--- config.mk ---
export PLATFORM = sky130hd
export DESIGN_NAME = resp_command_deframer
export DESIGN_NICKNAME = d
export VERILOG_FILES = /design/src/rcd_pkg.sv /design/src/resp_command_deframer.sv /design/src/rcd_step.sv
export SDC_FILE = /design/constraint.sdc
export NUM_CORES = 1
export LEC_CHECK = 0
export BUFFER_PORTS_ARGS = -buffer_cell sky130_fd_sc_hd__buf_4
export CELL_PAD_IN_SITES_DETAIL_PLACEMENT = 0
export CELL_PAD_IN_SITES_GLOBAL_PLACEMENT = 2
export CORE_MARGIN = 5
export CORE_UTILIZATION = 25
export CTS_BUF_LIST = sky130_fd_sc_hd__clkbuf_8
export DETAILED_ROUTE_END_ITERATION = 10
export PLACE_DENSITY = 0.63
export RECOVER_POWER = 25
export SYNTH_ARGS = -nofsm -noshare
export SYNTH_HDL_FRONTEND = slang
export SYNTH_SLANG_ARGS = --single-unit
--- constraint.sdc ---
create_clock -name clk -period 5.6 [get_ports clk]
set_clock_uncertainty 0.05 [all_clocks]
set_input_delay 0.56 -clock clk [delete_from_list [all_inputs] [get_ports clk]]
set_output_delay 0.56 -clock clk [all_outputs]
set_load 0.01 [all_outputs]
--- src/rcd_pkg.sv ---
// Shared types and constants for the command deframer.
// No dependencies; imported by rcd_step and resp_command_deframer.
`default_nettype none

package rcd_pkg;

  localparam int POS_W   = 12;
  localparam int ARG_W   = 10;
  localparam int LEN_W   = 4;
  localparam int ERR_W   = 3;
  localparam int KIND_W  = 2;

  // Framing characters
  localparam logic [7:0] CH_STAR   = 8'h2A;
  localparam logic [7:0] CH_DOLLAR = 8'h24;
  localparam logic [7:0] CH_CR     = 8'h0D;
  localparam logic [7:0] CH_LF     = 8'h0A;
  localparam logic [7:0] CH_ZERO   = 8'h30;
  localparam logic [7:0] CH_NINE   = 8'h39;

  // Byte classes
  localparam logic [KIND_W-1:0] KIND_FRAME = 2'd0;
  localparam logic [KIND_W-1:0] KIND_DATA  = 2'd1;
  localparam logic [KIND_W-1:0] KIND_DISC  = 2'd2;

  // Error codes
  localparam logic [ERR_W-1:0] ERR_NONE    = 3'd0;
  localparam logic [ERR_W-1:0] ERR_NO_STAR = 3'd1;
  localparam logic [ERR_W-1:0] ERR_NO_CNT  = 3'd2;
  localparam logic [ERR_W-1:0] ERR_NO_CR   = 3'd3;
  localparam logic [ERR_W-1:0] ERR_NO_LF   = 3'd4;
  localparam logic [ERR_W-1:0] ERR_NO_DOL  = 3'd5;
  localparam logic [ERR_W-1:0] ERR_NO_LEN  = 3'd6;
  localparam logic [ERR_W-1:0] ERR_NO_CRLF = 3'd7;

  typedef enum logic [3:0] {
    PH_STAR   = 4'd0,
    PH_NDIG   = 4'd1,
    PH_HCR    = 4'd2,
    PH_HLF    = 4'd3,
    PH_DOLLAR = 4'd4,
    PH_LDIG   = 4'd5,
    PH_LCR    = 4'd6,
    PH_LLF    = 4'd7,
    PH_DATA   = 4'd8,
    PH_PCR    = 4'd9,
    PH_PLF    = 4'd10
  } phase_t;

  typedef struct packed {
    phase_t             phase;
    logic [LEN_W-1:0]   left;
    logic [POS_W-1:0]   pos;
    logic [ARG_W-1:0]   args;
    logic [LEN_W-1:0]   count;
    logic               err;
    logic [ERR_W-1:0]   ekind;
    logic [POS_W-1:0]   eoff;
  } state_t;

  localparam state_t ST_RESET = '{phase: PH_STAR, default: '0};

  typedef struct packed {
    logic [KIND_W-1:0]  kind;
    logic [7:0]         payload;
    logic [ARG_W-1:0]   arg_number;
    logic               arg_end;
    logic               done;
    logic               failed;
    logic [ERR_W-1:0]   ecode;
    logic [POS_W-1:0]   epos;
    logic [LEN_W-1:0]   dcount;
    logic [ARG_W-1:0]   args_seen;
  } result_t;

endpackage

`default_nettype wire

--- src/resp_command_deframer.sv ---
// Path: a result is offered on m_* after its input transfer passes the input
// register, then the result register; m_tready held low stalls it on the way.
// One byte per cycle while m_tready is high; one result transfer per input transfer.
// Input register, then the parse step, then the result register with parser state.
// Reset (rst, synchronous, active high) empties both stages and returns the
// parser to the start of a command; the next byte is expected to be '*'.
`default_nettype none

module resp_command_deframer #(
  parameter int MAX_CMD_BYTES = 4096,
  parameter int MAX_ARGS      = 1024
) (
  input  wire         clk,
  input  wire         rst,
  // Byte stream in
  input  wire         s_tvalid,
  output logic        s_tready,
  input  wire  [7:0]  s_tdata,   // [7:0] data_byte
  input  wire         s_tlast,   // last_byte
  // Result stream out
  output logic        m_tvalid,
  input  wire         m_tready,
  output logic [47:0] m_tdata,   // [7:0] payload, [17:8] arg_number, [18] failed,
                                 // [21:19] error_code, [33:22] error_position,
                                 // [37:34] declared_count, [47:38] args_seen
  output logic [2:0]  m_tuser,   // [1:0] byte_kind, [2] arg_end
  output logic        m_tlast    // done_res
);
  import rcd_pkg::*;

  // Saturation points for the byte offset and argument counter
  localparam int PosTopInt = (MAX_CMD_BYTES - 1 < 4095) ? MAX_CMD_BYTES - 1 : 4095;
  localparam int ArgTopInt = (MAX_ARGS - 1 < 1023) ? MAX_ARGS - 1 : 1023;

  // Input stage
  logic       in_valid;
  logic [7:0] in_byte;
  logic       in_last;

  // Parser state and result stage
  state_t     st;
  state_t     st_next;
  result_t    res_next;
  result_t    out_res;
  logic       out_valid;

  logic       adv;   // result stage can take a new entry
  logic       load;  // input stage moves into result stage

  assign adv      = !out_valid || m_tready;
  assign load     = in_valid && adv;
  assign s_tready = !in_valid || adv;

  rcd_step #(
    .POS_TOP (PosTopInt),
    .ARG_TOP (ArgTopInt)
  ) u_step (
    .cur       (st),
    .data_byte (in_byte),
    .last_byte (in_last),
    .nxt       (st_next),
    .res       (res_next)
  );

  // Control: valid bits and parser state
  always_ff @(posedge clk) begin
    if (rst) begin
      in_valid  <= 1'b0;
      out_valid <= 1'b0;
      st        <= ST_RESET;
    end else begin
      if (s_tready) in_valid <= s_tvalid;
      if (adv) out_valid <= in_valid;
      if (load) st <= st_next;
    end
  end

  // Payload registers: no reset needed
  always_ff @(posedge clk) begin
    if (s_tvalid && s_tready) begin
      in_byte <= s_tdata;
      in_last <= s_tlast;
    end
    if (load) out_res <= res_next;
  end

  assign m_tvalid = out_valid;
  assign m_tlast  = out_res.done;
  assign m_tuser  = {out_res.arg_end, out_res.kind};
  assign m_tdata  = {out_res.args_seen, out_res.dcount, out_res.epos, out_res.ecode,
                     out_res.failed, out_res.arg_number, out_res.payload};

  // A latched error sticks until the command's final byte goes through
  a_err_sticky: assert property (@(posedge clk) disable iff (rst)
    st.err && !(load && in_last) |=> st.err)
    else $error("error flag dropped mid-command");

  // The final byte leaves the parser at the start of a new command
  a_clean_restart: assert property (@(posedge clk) disable iff (rst)
    load && in_last |=> st.phase == PH_STAR && st.pos == '0 && !st.err)
    else $error("parser state not cleared after final byte");

  // Discarded bytes only appear once an error is latched
  a_disc_failed: assert property (@(posedge clk) disable iff (rst)
    out_valid && out_res.kind == KIND_DISC |-> out_res.failed)
    else $error("discarded byte without latched error");

  // Error code is nonzero exactly when failed
  a_code_failed: assert property (@(posedge clk) disable iff (rst)
    out_valid |-> (out_res.failed == (out_res.ecode != ERR_NONE)))
    else $error("error code and failed flag disagree");

  // Argument end is marked only on payload bytes
  a_end_on_data: assert property (@(posedge clk) disable iff (rst)
    out_valid && out_res.arg_end |-> out_res.kind == KIND_DATA)
    else $error("arg_end on a non-payload byte");

endmodule

`default_nettype wire

--- src/rcd_step.sv ---
// Next-state and result logic for one command byte.
// Depends on rcd_pkg.
`default_nettype none

module rcd_step #(
  parameter int POS_TOP = 4095,
  parameter int ARG_TOP = 1023
) (
  input  var rcd_pkg::state_t  cur,
  input  wire [7:0]            data_byte,
  input  wire                  last_byte,
  output rcd_pkg::state_t      nxt,
  output rcd_pkg::result_t     res
);
  import rcd_pkg::*;

  localparam logic [POS_W-1:0] PosTop = POS_W'(POS_TOP);
  localparam logic [ARG_W-1:0] ArgTop = ARG_W'(ARG_TOP);

  always_comb begin
    state_t            n;
    logic [KIND_W-1:0] kind;
    logic [7:0]        pay;
    logic              aend;
    logic [POS_W-1:0]  next_pos;
    logic              lat;
    logic [ERR_W-1:0]  lcode;
    logic [POS_W-1:0]  lpos;
    logic [7:0]        digit;
    logic              is_dig;

    n        = cur;
    kind     = KIND_FRAME;
    pay      = 8'd0;
    aend     = 1'b0;
    next_pos = (cur.pos < PosTop) ? cur.pos + POS_W'(1) : PosTop;
    lat      = 1'b0;
    lcode    = ERR_NONE;
    lpos     = cur.pos;
    digit    = data_byte - CH_ZERO;
    is_dig   = (data_byte >= CH_ZERO) && (data_byte <= CH_NINE);

    if (cur.err) begin
      kind = KIND_DISC;
    end else begin
      case (cur.phase)
        PH_STAR: begin
          if (data_byte == CH_STAR) n.phase = PH_NDIG;
          else begin lat = 1'b1; lcode = ERR_NO_STAR; end
        end
        PH_NDIG: begin
          if (is_dig) begin
            n.count = digit[LEN_W-1:0];
            n.phase = PH_HCR;
          end else begin
            lat = 1'b1; lcode = ERR_NO_CNT;
          end
        end
        PH_HCR: begin
          if (data_byte == CH_CR) n.phase = PH_HLF;
          else begin lat = 1'b1; lcode = ERR_NO_CR; end
        end
        PH_HLF: begin
          if (data_byte == CH_LF) n.phase = PH_DOLLAR;
          else begin lat = 1'b1; lcode = ERR_NO_LF; end
        end
        PH_DOLLAR: begin
          if (data_byte == CH_DOLLAR) n.phase = PH_LDIG;
          else begin lat = 1'b1; lcode = ERR_NO_DOL; end
        end
        PH_LDIG: begin
          if (is_dig) begin
            n.left  = digit[LEN_W-1:0];
            n.phase = PH_LCR;
          end else begin
            lat = 1'b1; lcode = ERR_NO_LEN;
          end
        end
        PH_LCR: begin
          if (data_byte == CH_CR) n.phase = PH_LLF;
          else begin lat = 1'b1; lcode = ERR_NO_CR; end
        end
        PH_LLF: begin
          if (data_byte == CH_LF) n.phase = (cur.left == '0) ? PH_PCR : PH_DATA;
          else begin lat = 1'b1; lcode = ERR_NO_LF; end
        end
        PH_DATA: begin
          kind = KIND_DATA;
          pay  = data_byte;
          if (cur.left != '0) n.left = cur.left - LEN_W'(1);
          if (n.left == '0) begin
            aend    = 1'b1;
            n.phase = PH_PCR;
          end
        end
        PH_PCR: begin
          if (data_byte == CH_CR) n.phase = PH_PLF;
          else begin lat = 1'b1; lcode = ERR_NO_CR; end
        end
        PH_PLF: begin
          if (data_byte == CH_LF) begin
            n.phase = PH_DOLLAR;
            if (cur.args < ArgTop) n.args = cur.args + ARG_W'(1);
          end else begin
            lat = 1'b1; lcode = ERR_NO_LF;
          end
        end
        default: begin
          lat = 1'b1; lcode = ERR_NO_STAR;
        end
      endcase
    end

    // Command ended before a clean boundary: flag what was due next
    if (last_byte && !cur.err && !lat && n.phase != PH_DOLLAR) begin
      lat  = 1'b1;
      lpos = next_pos;
      case (n.phase)
        PH_NDIG: lcode = ERR_NO_CNT;
        PH_HCR:  lcode = ERR_NO_CR;
        PH_HLF:  lcode = ERR_NO_LF;
        PH_LDIG: lcode = ERR_NO_LEN;
        PH_LCR:  lcode = ERR_NO_CR;
        PH_LLF:  lcode = ERR_NO_LF;
        PH_DATA: lcode = ERR_NO_CRLF;
        PH_PCR:  lcode = ERR_NO_CRLF;
        PH_PLF:  lcode = ERR_NO_LF;
        default: lcode = ERR_NO_STAR;
      endcase
    end

    if (lat) begin
      n.err   = 1'b1;
      n.ekind = lcode;
      n.eoff  = lpos;
    end

    res.kind       = kind;
    res.payload    = pay;
    res.arg_number = n.args;
    res.arg_end    = aend;
    res.done       = last_byte;
    res.failed     = n.err;
    res.ecode      = n.ekind;
    res.epos       = n.eoff;
    res.dcount     = n.count;
    res.args_seen  = n.args;

    if (last_byte) n = ST_RESET;
    else           n.pos = next_pos;

    nxt = n;
  end

endmodule

`default_nettype wire
==> Word-level counts from Yosys, hierarchy flattened <==
Memory sizes are Yosys's and may differ from the RTL's.
Cells that the tools add are included.
{ "word_totals": {"regBits": 103, "romBits": 48, "output_inout_bits": 54, "word_cells": 119, "n_memories": 1} }
{ "memory_table": {"columns": ["memory", "depth", "width", "read_ports", "rd_clocked_by_memory_dff", "wr", "line_no", "source"], "rows": [
  ["(name not given)", 16, 3, 1, 0, 0, "rcd_step.sv:118", "case (n.phase)"]
]} }
{ "op_classes": {"addsub": 4, "magnitude_cmp": 4, "n_eq_ne": 17, "muxes": 48, "bitwise": 1, "n_reduce_logical": 23} }
{ "op_table": {"columns": ["operator", "n"], "rows": [
  ["2-to-1 mux 4 bit", 14],
  ["one-hot mux 4 bit (10 select lines)", 1],
  ["2-to-1 mux 12 bit", 3],
  ["2-to-1 mux 10 bit", 3],
  ["2-to-1 mux 30 bit", 1],
  ["2-to-1 mux 8 bit", 3],
  ["one-hot mux 3 bit (7 select lines)", 1],
  ["== test 4 x 3 -> 1 bit, second input constant", 4],
  ["== test 8 x 4 -> 1 bit, second input constant", 2],
  ["== test 8 x 6 -> 1 bit, second input constant", 2],
  ["2-to-1 mux 16 bit", 1],
  ["2-to-1 mux 3 bit", 5],
  ["2-to-1 mux 14 bit", 1],
  ["adder 12 x 1 -> 12 bit, second input constant", 1],
  ["== test 4 bit, second input constant", 3],
  ["logical NOT 4 bit", 3],
  ["less-than comparator 12 bit, second input constant", 1],
  ["2-to-1 mux 1 bit", 11],
  ["adder 10 x 1 -> 10 bit, second input constant", 1],
  ["less-than comparator 10 bit, second input constant", 1],
  ["== test 4 x 2 -> 1 bit, second input constant", 2],
  ["greater-or-equal comparator 8 x 6 -> 1 bit, second input constant", 1],
  ["<= comparator 8 x 6 -> 1 bit, second input constant", 1],
  ["one-hot mux 4 bit (2 select lines)", 1],
  ["16 further kinds", 30]
]} }

==> Longest topological paths before layout <==
{ "depth": {"ltp_word": 13, "depth_mapped": 15, "mapped_depth_nobuf": 13} }

==> Hierarchy <==
From an unflattened synthesis, not the netlist that was laid out.
{ "hier_totals": {"cells_unflattened": 658, "hier_area_um2": 6472.5} }
{ "modules_own_cells": {"columns": ["mod", "n_inst", "cells_per_inst", "area_each_um2", "seq_area_each_um2"], "rows": [
  ["resp_command_deframer", 1, 288, 4200.3, 2872.8],
  ["rcd_step", 1, 370, 2272.2, 0.0]
]} }

==> Least setup slack after synthesis <==
Ideal clock, no wire load.
{ "synth_timing": {"path_kind": "register to register", "from": "reg st[42] (netlist bit)", "to": "reg out_res, in the netlist m_tdata[29], data pin", "setup_time_ns": 0.258, "t_arrival_ns": 3.038, "required_ns": 5.292, "path_slack_ns": 2.254, "path_stages_with_launch": 15, "path_buffers": 2, "period_less_slack_ns": 3.346, "path_cell_list": "dfxtp_1 > inv_1 > ha_1 > or3b_2 > clkbuf_1 > and3_1 > o2111ai_1 > a22oi_1 > o21ba_2 > ha_1 > o41ai_4 > nand4_1 > clkbuf_1 > nand2_1 > o221a_2"} }
{ "synth_rtl": {"columns": ["item", "line_no", "source"], "rows": [
  ["start: declaration", "resp_command_deframer.sv:41", "state_t st;"],
  ["start signal: assignment", "resp_command_deframer.sv:74", "if (load) st <= st_next;"],
  ["end signal: assignment", "resp_command_deframer.sv:84", "if (load) out_res <= res_next;"],
  ["end: declaration", "resp_command_deframer.sv:44", "result_t out_res;"]
]} }

==> results.yml <==
power:
  vdd_ir_drop_max_mv: 0.1105
  power_frac_comb_pct: 8.0
  switchingPower_mw: 0.3761
  power_frac_seq_pct: 57.3
  switching_share_pct: 26.07
  power.density_nw_per_um2: 231.1
  leakagePower_nw: 2.122
  p_int_mw: 1.067
  pwr-share-clk_pct: 34.7
yosys:
  synth-seq-cells: 103
  synth_cell_type_count: 73
  synth-xor-area-share_pct: 0.9509
  ys_seq_area_share_pct: 46.55
  synth_edf_count: 51
  yosysTopAreaCellShare_pct: 27.71
  postSynth.asyncResetShare_pct: 0
  yosys.area_share.simple_pct: 21.58
  ys_warn_count: 0
  synthAdderAreaFrac_pct: 1.585
  yosysMostFrequentCell: "nor2_1"
  synth.mux.area_fraction_pct: 3.283
  netlist_area_um2: 5527
  synth_fp_nets: 607
  synthCells: 587
  synth_common_cells: "nor2_1 (59), dfxtp_1 (52), edfxtp_1 (51), nand2_1 (46), a21oi_1 (39)"
  postSynthAreaPerCell_um2: 9.415
  synth_area_leader_cell: "edfxtp_1"
  synth_ff_type: "dfxtp_1"
  synth_top_family_by_area: "simple AND/OR/NAND/NOR gates"
  synth_compound_area_share_pct: 20.15
  ys_top_cells_by_area: "edfxtp_1 (28%), dfxtp_1 (19%), nor2_1 (4.0%)"
run_status:
  outcome: "completed"
timing:
  setup_ws_ps: 1574
  hold_viol_final: 0
  fin_crit_sh_pct: 71.89
  setup_viol: 0
  fmax_mhz: 248.4
  rsz0062_at_grt: "false"
  tns_ps: 0
  relSlewSlack_pct: 30.00
  worst_pin_slew_ps: 1050
  slew_viol_final: 0
  fin_crit_ps: 4026
route:
  routed_wl_um: 16770
  via_count: 4691
  detail-route-antenna-nets: 0
  firstDrtPassIters: 5
  wire_per_inst_um: 18.51
  drc: 0
  via_per_inst: 5.178
  drt_iter0_drc: 454
critical_path:
  cp_slowest_cell: "or4b_2"
  crit_type: "reg -> reg"
  cp_max_fo: 11
  endpoint_kind: "flop"
  cpPeakStageDelay_ps: 760
  cp.required_ps: 5660
  arrival_ps: 4080
  crit_chain: "or4b_2, nor4_1, a31oi_1, o21ba_2, ha_1, o41ai_4, nand4_1, buf_4, nor2_1, a311oi_1"
  crit_path_start_kind: "flop"
clock_network:
  cts-resized-gates: 0
  ctsHoldBuffers: 0
  cts_root_buffer: "clkbuf_8"
  cts_tree: "yes"
  clock-sinks: 103
  clockBufferDepth: 2
  cts_buffers: 9
  cts_setup_buffers: 0
  clk_latency_ps: 390
  cts.clk_slew.worst_paths_ps: 100
  cts_max_level: 3
cells_and_area:
  antenna_cells: 0
  synthToLayoutAreaGrowth_pct: 12.97
  fin_nets: 641
  fillers: 2303
  drive_gt1_share_pct: 12.78
place:
  dp_hpwl_um: 11320
  dp_worst_setup_slack_ps: 1713
  numPortBuffers: 66
  gp_congestion: 0.8524
floorplanning:
  top_level_ports: 67
  die_w_um: 158.7
  rows: 54
  start_util_pct: 25.32
  die-area_um2: 25180
  placeableCoreArea_um2: 21820
  die_h_um: 158.7
grt:
  grt_pass1_wl_um: 26200
  grt-ovfl-total: 0
  grt_pass1_vias: 4609
  track_usage_pct: 13.46
  grt_max_degree: 41
  antenna_found_initial: 0
worst_hold_path:
  hold_class: "in -> reg"
flow_run:
  maxCapViolCount: 0
## state kept, by name (all words and copies together), names as in the netlist
| signal | cells |
|---|---|
| in_byte | 8 |
| in_last | 1 |
| in_valid | 1 |
| m_tdata | 38 |
| m_tlast | 1 |
| m_tuser | 3 |
| m_tvalid | 1 |
| st | 50 |
## cells in the final DEF (no fill, tap or decap), drive strengths merged, types with 5 or more instances in the layout
| cell type | synthesis | layout |
|---|---|---|
| and2 | 16 | 16 |
| a211oi | 7 | 7 |
| a22o | 7 | 7 |
| ha | 7 | 7 |
| clkbuf | 28 | 50 |
| nor3 | 19 | 19 |
| a31oi | 12 | 12 |
| a22oi | 15 | 15 |
| o2bb2ai | 7 | 7 |
| and3 | 10 | 10 |
| dfxtp | 52 | 52 |
| xnor2 | 5 | 5 |
| mux2 | 9 | 9 |
| and4 | 6 | 6 |
| mux2i | 8 | 8 |
| nand3 | 24 | 24 |
| or4 | 6 | 6 |
| nor4 | 5 | 5 |
| a21oi | 40 | 40 |
| o21ai | 26 | 26 |
| edfxtp | 51 | 51 |
| nor2b | 5 | 5 |
| inv | 14 | 17 |
| nand2 | 46 | 46 |
| nor2 | 59 | 59 |
| nand4 | 5 | 5 |
| buf | 22 | 33 |
| nand2b | 6 | 6 |
## metal layers
layer / vias to the layer above / share of wire (%) / GRT usage, %
met1: 2297 / 48 / 18.20
met4: 0 / 1.4 / 3.737
met5: - / 0 / 0
met3: 19 / 4.5 / 2.800
li1: 2256 / - / -
met2: 119 / 46 / 21.84
## metrics by stage
| stage | total power, mW | util [%] | hold WS, ps | cell area (um^2) | cells |
|---|---|---|---|---|---|
| after floorplan | 0.9116 | - | 374.4 | 5527 | 587 |
| after global placement | 0.9700 | 28.23 | 396.0 | 6161 | 890 |
| after detailed placement | 0.9696 | 28.23 | 396.2 | 6161 | 890 |
| after CTS | 1.472 | 29.14 | 269.8 | 6360 | 906 |
| after global routing | 1.509 | 28.61 | 290.0 | 6243 | 906 |
| final | 1.443 | 28.61 | 319.1 | 6243 | 906 |
## cell type report
class                      instances  area (um^2)  share of cell area [%]
timing repair buffer              73        431.7                   6.914
tap                              280        350.3                   5.611
clock inverter                     6        61.31                  0.9820
sequential                       103         2572                   41.20
inverter                          16        60.06                  0.9619
clock buffer                      10        137.6                   2.204
multi-input combinational        418         2630                   42.12
## logic make-up after synthesis
group,after synthesis
AND/OR/NAND/NOR,229
AO/OA/AOI/OAI,159
flip-flops,103
XOR/XNOR,6
buffers and inverters,66
multiplexers,17
adder cells (fa/ha/maj),7
## final timing paths
path | from | to | slack (ps) | cells after the start
max | in_byte[4]$_DFFE_PP_ | m_tdata[24]$_DFFE_PP_ | 1570 | 10
min | s_tlast | in_last$_DFFE_PP_ | 320 | 1
max reg2reg | in_byte[4]$_DFFE_PP_ | m_tdata[24]$_DFFE_PP_ | 1570 | 10
min reg2reg | st[13]$_SDFFE_PP0P_ | st[13]$_SDFFE_PP0P_ | 420 | 2
## power by group through the flow
stage | combinational [mW] | clock, mW | sequential, mW
3_5_place_dp | 0.125 | 0 | 0.845
5_1_grt | 0.126 | 0.552 | 0.831
3_3_place_gp | 0.126 | 0 | 0.844
6_report | 0.116 | 0.500 | 0.827
4_1_cts | 0.125 | 0.519 | 0.828
2_1_floorplan | 0.0668 | 0 | 0.845
## critical path: cells and delay by family (launching register included)
kind,cells,cell delay [ps]
adders and majority gates,1,250
DFF,1,450
AOI/OAI and AO/OA,4,780
buffers and inverters,1,220
and+or+nand+nor,4,2000
(Power assumes the default switching activity.)
